[config.mk]
export PLATFORM = sky130hd
export DESIGN_NAME = bfg_ctrl
export DESIGN_NICKNAME = d
export VERILOG_FILES = /design/src/rtl/core/bfg_pkg.sv /design/src/rtl/core/bfg_ctrl.sv
export SDC_FILE = /design/constraint.sdc
export NUM_CORES = 1
export LEC_CHECK = 0
export ABC_AREA = 0
export BUFFER_PORTS_ARGS = -buffer_cell sky130_fd_sc_hd__buf_2
export CAP_MARGIN = 15
export CORE_AREA = 2 2 39 41
export CTS_CLUSTER_DIAMETER = 120
export DETAILED_ROUTE_END_ITERATION = 10
export DIE_AREA = 0 0 41 43
export HOLD_SLACK_MARGIN = 0.06
export PLACE_DENSITY = 0.61
export REMOVE_ABC_BUFFERS = 1
export SLEW_MARGIN = 20
export SYNTH_ARGS = -nofsm -noshare
export SYNTH_HDL_FRONTEND = slang
export SYNTH_SLANG_ARGS = --single-unit
[constraint.sdc]
create_clock -name clk -period 1.9 [get_ports clk]
set_input_delay 0.095 -clock clk [delete_from_list [all_inputs] [get_ports clk]]
set_output_delay 0.095 -clock clk [all_outputs]
set_load 0.1 [all_outputs]
[src/rtl/core/bfg_pkg.sv]
// ----------------------------------------------------------------------------
// bfg_pkg
// Shared constants, register indexes and controller/datapath link types for
// the grayscale bilateral filter.
// ----------------------------------------------------------------------------
package bfg_pkg;

    localparam int CFG_IDX_W  = 3;
    localparam int CFG_DATA_W = 24;

    localparam logic [CFG_IDX_W-1:0] REG_RADIUS  = 3'd0;
    localparam logic [CFG_IDX_W-1:0] REG_WIDTH   = 3'd1;
    localparam logic [CFG_IDX_W-1:0] REG_HEIGHT  = 3'd2;
    localparam logic [CFG_IDX_W-1:0] REG_SSCALE  = 3'd3;
    localparam logic [CFG_IDX_W-1:0] REG_RSCALE  = 3'd4;

    localparam int MAX_HEIGHT  = 4096;
    localparam int HEIGHT_W    = 13;
    localparam int ROW_W       = 12;
    localparam int COL_W       = 10;

    localparam int EXP_ENTRIES = 256;
    localparam int EXP_IDX_W   = 8;
    localparam logic [63:0] EXP_STEP_Q32 = 64'd4162825044;

    localparam int SPATIAL_SHIFT = 11;
    localparam int RANGE_SHIFT   = 19;

    typedef struct packed {
        logic busy;
        logic step;
        logic centre_rd;
        logic centre_lat;
        logic tap_rd;
        logic tap_data;
        logic tap_sq;
        logic tap_rng;
        logic tap_lut;
        logic tap_wgt;
        logic tap_acc;
        logic div_init;
        logic div_step;
        logic finish;
    } bfg_cmd_t;

    typedef struct packed {
        logic need_out;
        logic last_tap;
        logic div_last;
        logic out_free;
    } bfg_stat_t;

endpackage

[src/rtl/core/bfg_ctrl.sv]
// ----------------------------------------------------------------------------
// bfg_ctrl
// Sequencer: store write per request, then taps and divide if a result is due.
// ----------------------------------------------------------------------------
module bfg_ctrl (
    input  logic                clk,
    input  logic                rst_n,
    input  logic                accept,
    input  bfg_pkg::bfg_stat_t  stat,
    output bfg_pkg::bfg_cmd_t   cmd
);

    typedef enum logic [3:0] {
        S_IDLE,
        S_STEP,
        S_CADDR,
        S_CDATA,
        S_TADDR,
        S_TDATA,
        S_TSQ,
        S_TRNG,
        S_TLUT,
        S_TWGT,
        S_TACC,
        S_DINIT,
        S_DSTEP,
        S_FIN
    } state_t;

    state_t state_reg;
    state_t state_next;

    always_comb
    begin
        state_next = state_reg;
        unique case (state_reg)
            S_IDLE:  if (accept) state_next = S_STEP;
            S_STEP:  state_next = stat.need_out ? S_CADDR : S_IDLE;
            S_CADDR: state_next = S_CDATA;
            S_CDATA: state_next = S_TADDR;
            S_TADDR: state_next = S_TDATA;
            S_TDATA: state_next = S_TSQ;
            S_TSQ:   state_next = S_TRNG;
            S_TRNG:  state_next = S_TLUT;
            S_TLUT:  state_next = S_TWGT;
            S_TWGT:  state_next = S_TACC;
            S_TACC:  state_next = stat.last_tap ? S_DINIT : S_TADDR;
            S_DINIT: state_next = S_DSTEP;
            S_DSTEP: if (stat.div_last) state_next = S_FIN;
            S_FIN:   if (stat.out_free) state_next = S_IDLE;
            default: state_next = S_IDLE;
        endcase
    end

    always_ff @(posedge clk or negedge rst_n)
    begin
        if (!rst_n)
        begin
            state_reg <= S_IDLE;
        end
        else
        begin
            state_reg <= state_next;
        end
    end

    always_comb
    begin
        cmd            = '0;
        cmd.busy       = (state_reg != S_IDLE);
        cmd.step       = (state_reg == S_STEP);
        cmd.centre_rd  = (state_reg == S_CADDR);
        cmd.centre_lat = (state_reg == S_CDATA);
        cmd.tap_rd     = (state_reg == S_TADDR);
        cmd.tap_data   = (state_reg == S_TDATA);
        cmd.tap_sq     = (state_reg == S_TSQ);
        cmd.tap_rng    = (state_reg == S_TRNG);
        cmd.tap_lut    = (state_reg == S_TLUT);
        cmd.tap_wgt    = (state_reg == S_TWGT);
        cmd.tap_acc    = (state_reg == S_TACC);
        cmd.div_init   = (state_reg == S_DINIT);
        cmd.div_step   = (state_reg == S_DSTEP);
        cmd.finish     = (state_reg == S_FIN) && stat.out_free;
    end

endmodule

-- Word level (Yosys, flattened, before mapping)
Cells that the tools add are included.
- flip-flop bits (word level): 4
- bits of input ports: 7
- output and inout bits: 14
- logic and storage cells: 27
- equality and inequality tests: 16
- muxes and demuxes: 6
- reduce and logical (&&, ||, !) cells: 4
- operators with widths (kind ; number):
    $pmux 4 s14 ; 1
    $eq 4x4->1 const B ; 6
    $eq 4x3->1 const B ; 4
    $mux 4 ; 4
    $eq 4x2->1 const B ; 2
    $ne 2x2->1 const B ; 3
    $eq 4x1->1 const B ; 1
    $logic_not 4->1 ; 1
    $reduce_bool 4->1 ; 1
    $reduce_and 3->1 ; 1
    $mux 2 ; 1
    $logic_and 1x1->1 ; 1

-- Logic depth before layout (Yosys ltp)
- depth in word-level cells: 3
- depth in mapped cells: 5
- depth with buffers taken out: 4

-- Worst setup path before layout
No wires, ideal clock.
- kind: register -> output
- start: reg state_reg[3]
- end: out cmd[1] (netlist bit)
- arrival: 2.857 ns
- required time: 1.805 ns
- setup slack: -1.052 ns
- cell stages (with the launch flop): 4
- path buffers: 1
- cells stage by stage: dfrtp_1 clkbuf_1 nand2_1 nor3_1
- RTL lines (element ; line ; RTL):
    from (decl) ; bfg_ctrl.sv:30 ; state_t state_reg;
    from (signal assigned) ; bfg_ctrl.sv:63 ; state_reg <= state_next;
    to (decl) ; bfg_ctrl.sv:10 ; output bfg_pkg::bfg_cmd_t cmd

==> flow_summary.json <==
{
  "grt_pass1_wl_mm": 1.455,
  "place_worst_setup_slack_ns": 0.2890,
  "ys_seq_elements": 4,
  "clk_path_buf_depth": 2,
  "crit_path_top_delay_cell": "or4_4",
  "timing.rr.start": "state_reg[1]",
  "crit_fanout": 14,
  "rsz0062_at_grt": "false",
  "avgSynthCellArea_um2": 7.002,
  "critPathCaptureType": "output port",
  "status": "complete, no violations",
  "fp.dieW_um": 41,
  "nets": 82,
  "max_stage_delay_ns": 0.59,
  "num_io_pins": 21,
  "final_common_cell": "buf_2",
  "slew_headroom_pct": 67.53,
  "clock_sinks": 4,
  "clk_pin_slew_ns": 0.04,
  "mostFrequentLayoutCells": "buf_2, nor2_1, nor3_1, nand2b_1, o21ai_0",
  "cts_buffers": 3,
  "htreeDepth": 1,
  "grt_overflow": 0,
  "syn_inst": 52,
  "start_util_pct": 26.31,
  "crit_arrival_ns": 1.66,
  "layout_setup_ws_ns": 0.1491,
  "fin_crit_sh_pct": 92.15,
  "fmax_mhz": 571.1,
  "coreArea_um2": 1384,
  "hold_depth": 2,
  "fp-row-count": 14,
  "via_per_inst": 4.921,
  "min_to": "state_reg[0]",
  "cp.required_ns": 1.80,
  "maxCapViolations": 0,
  "yosysTopAreaCell": "dfrtp_1",
  "grt_max_degree": 17,
  "antenna_found_initial": 0,
  "worst-r2r-setup-slack_ns": 0.29,
  "crit_cells": 2,
  "vias": 438,
  "dpl.hpwl_um": 708.6,
  "drtIter0Drc": 8,
  "worst-path-buf-inv": 1,
  "startpoint_type": "flop",
  "dpl.cell_count": 85,
  "reg2reg_to": "state_reg[0]",
  "setup_violations": 0,
  "final_hold_viol_count": 0,
  "yosys-top-cells-area": "dfrtp_1, nor2_1, nand2b_1, nor3_1, o21ai_0",
  "crit_chain": "or4_4, buf_2",
  "fill_cells": 148,
  "finClkSkew_ns": 0.002678,
  "wl_um": 965,
  "antenna_cells": 0,
  "ys_types": 21,
  "final_cells": 89,
  "synth_area_um2": 364.1,
  "synth.yosys.warnings": 0,
  "clock-root-buffer": "clkbuf_4",
  "gp_congestion": 0.7393,
  "area_delta_synth_final_pct": 39.86,
  "tightestPinTransition_ns": 0.4905,
  "final_layout_size_suffix_gt1_share_pct": 36.99,
  "insertion_delay_ns": 0.24,
  "track_usage_pct": 11.84,
  "grt_pass1_vias": 349,
  "drc": 0,
  "portBuffers": 20,
  "worst-setup-path-type": "flop to output port",
  "ant_nets": 0,
  "die_h_um": 43,
  "die-area_um2": 1763,
  "drt-pass1-iter-count": 4,
  "worstRegToRegCells": 4,
  "synth_top_area_share_pct": 27.49,
  "period_minus_slack_ns": 1.751,
  "cp_top_family": "simple AND/OR/NAND/NOR gates",
  "largest_reg_flops": 4,
  "wl_per_cell_um": 10.84,
  "report.final.slew_viol_count": 0,
  "cts_tree": "done",
  "min_path_type": "input pin to flop",
  "hold_start": "stat[0]",
  "yosysSeqAreaShare_pct": 27.49
}
synth_stat cells:
| cell | n |
|---|---|
| a21oi_1 | 2 |
| a221oi_1 | 1 |
| a311o_2 | 1 |
| buf_2 | 2 |
| clkbuf_1 | 2 |
| dfrtp_1 | 4 |
| inv_1 | 1 |
| mux2i_1 | 1 |
| nand2_1 | 4 |
| nand2b_1 | 5 |
| nand3_1 | 1 |
| nor2_1 | 10 |
| nor2b_1 | 1 |
| nor3_1 | 6 |
| nor3b_1 | 1 |
| o21a_1 | 1 |
| o21ai_0 | 5 |
| o22ai_2 | 1 |
| o31ai_1 | 1 |
| or3_1 | 1 |
| or4_4 | 1 |
routing by layer:
metal | track usage [%] | wire length (um)
met4 | 4.000 | 0
met5 | 0 | 0
met3 | 3.141 | 63
met1 | 16.99 | 475
met2 | 16.56 | 426
repair_timing:
action                                  CTS  global route
gates resized for setup                   0             1
endpoints found under the setup margin    0             1
buffers inserted                          0             0
hold buffers                              1             0
hold endpoints to repair                  4             0
final cells by class:
class	count	area (um2)	share of cell area, %
flip-flops and latches	4	100.1	19.66
repair buffers	22	120.1	23.59
clock buffers	3	22.52	4.423
multi-input cells	43	242.7	47.67
inverters	1	3.754	0.7371
well taps	16	20.02	3.931
metrics by stage:
| step | util (%) | TNS [ns] | cell area [um2] | hold slack, ns |
|---|---|---|---|---|
| 3_5_place_dp | 34.27 | 0 | 474.2 | -0.09633 |
| 2_1_floorplan | - | -7.321 | 346.6 | -0.2006 |
| 5_1_grt | 36.80 | 0 | 509.2 | 0.07719 |
| 6_report | 36.80 | 0 | 509.2 | 0.07911 |
| 4_1_cts | 36.62 | 0 | 506.7 | 0.07064 |
| 3_3_place_gp | 34.27 | 0 | 474.2 | -0.09833 |
kinds of logic after synthesis:
logic type / synth area share [%]
muxes: 2.749
buffers and inverters: 5.842
DFF: 27.49
and+or+nand+nor: 41.24
AOI/OAI and AO/OA: 22.68
worst max-delay path by stage:
stage | slack [ns] | to | from
floorplan | -0.96 | cmd[12] | state_reg[0]
global placement | 0.33 | state_reg[0] | state_reg[0]
detailed placement | 0.29 | state_reg[0] | state_reg[0]
CTS | 0.14 | cmd[12] | state_reg[0]
global route | 0.04 | cmd[4] | state_reg[0]
finish | 0.15 | cmd[13] | state_reg[1]
Power is left out: the tool's default activity adds up to more than one toggle a clock period on the data nets, which glitch-free logic cannot reach.
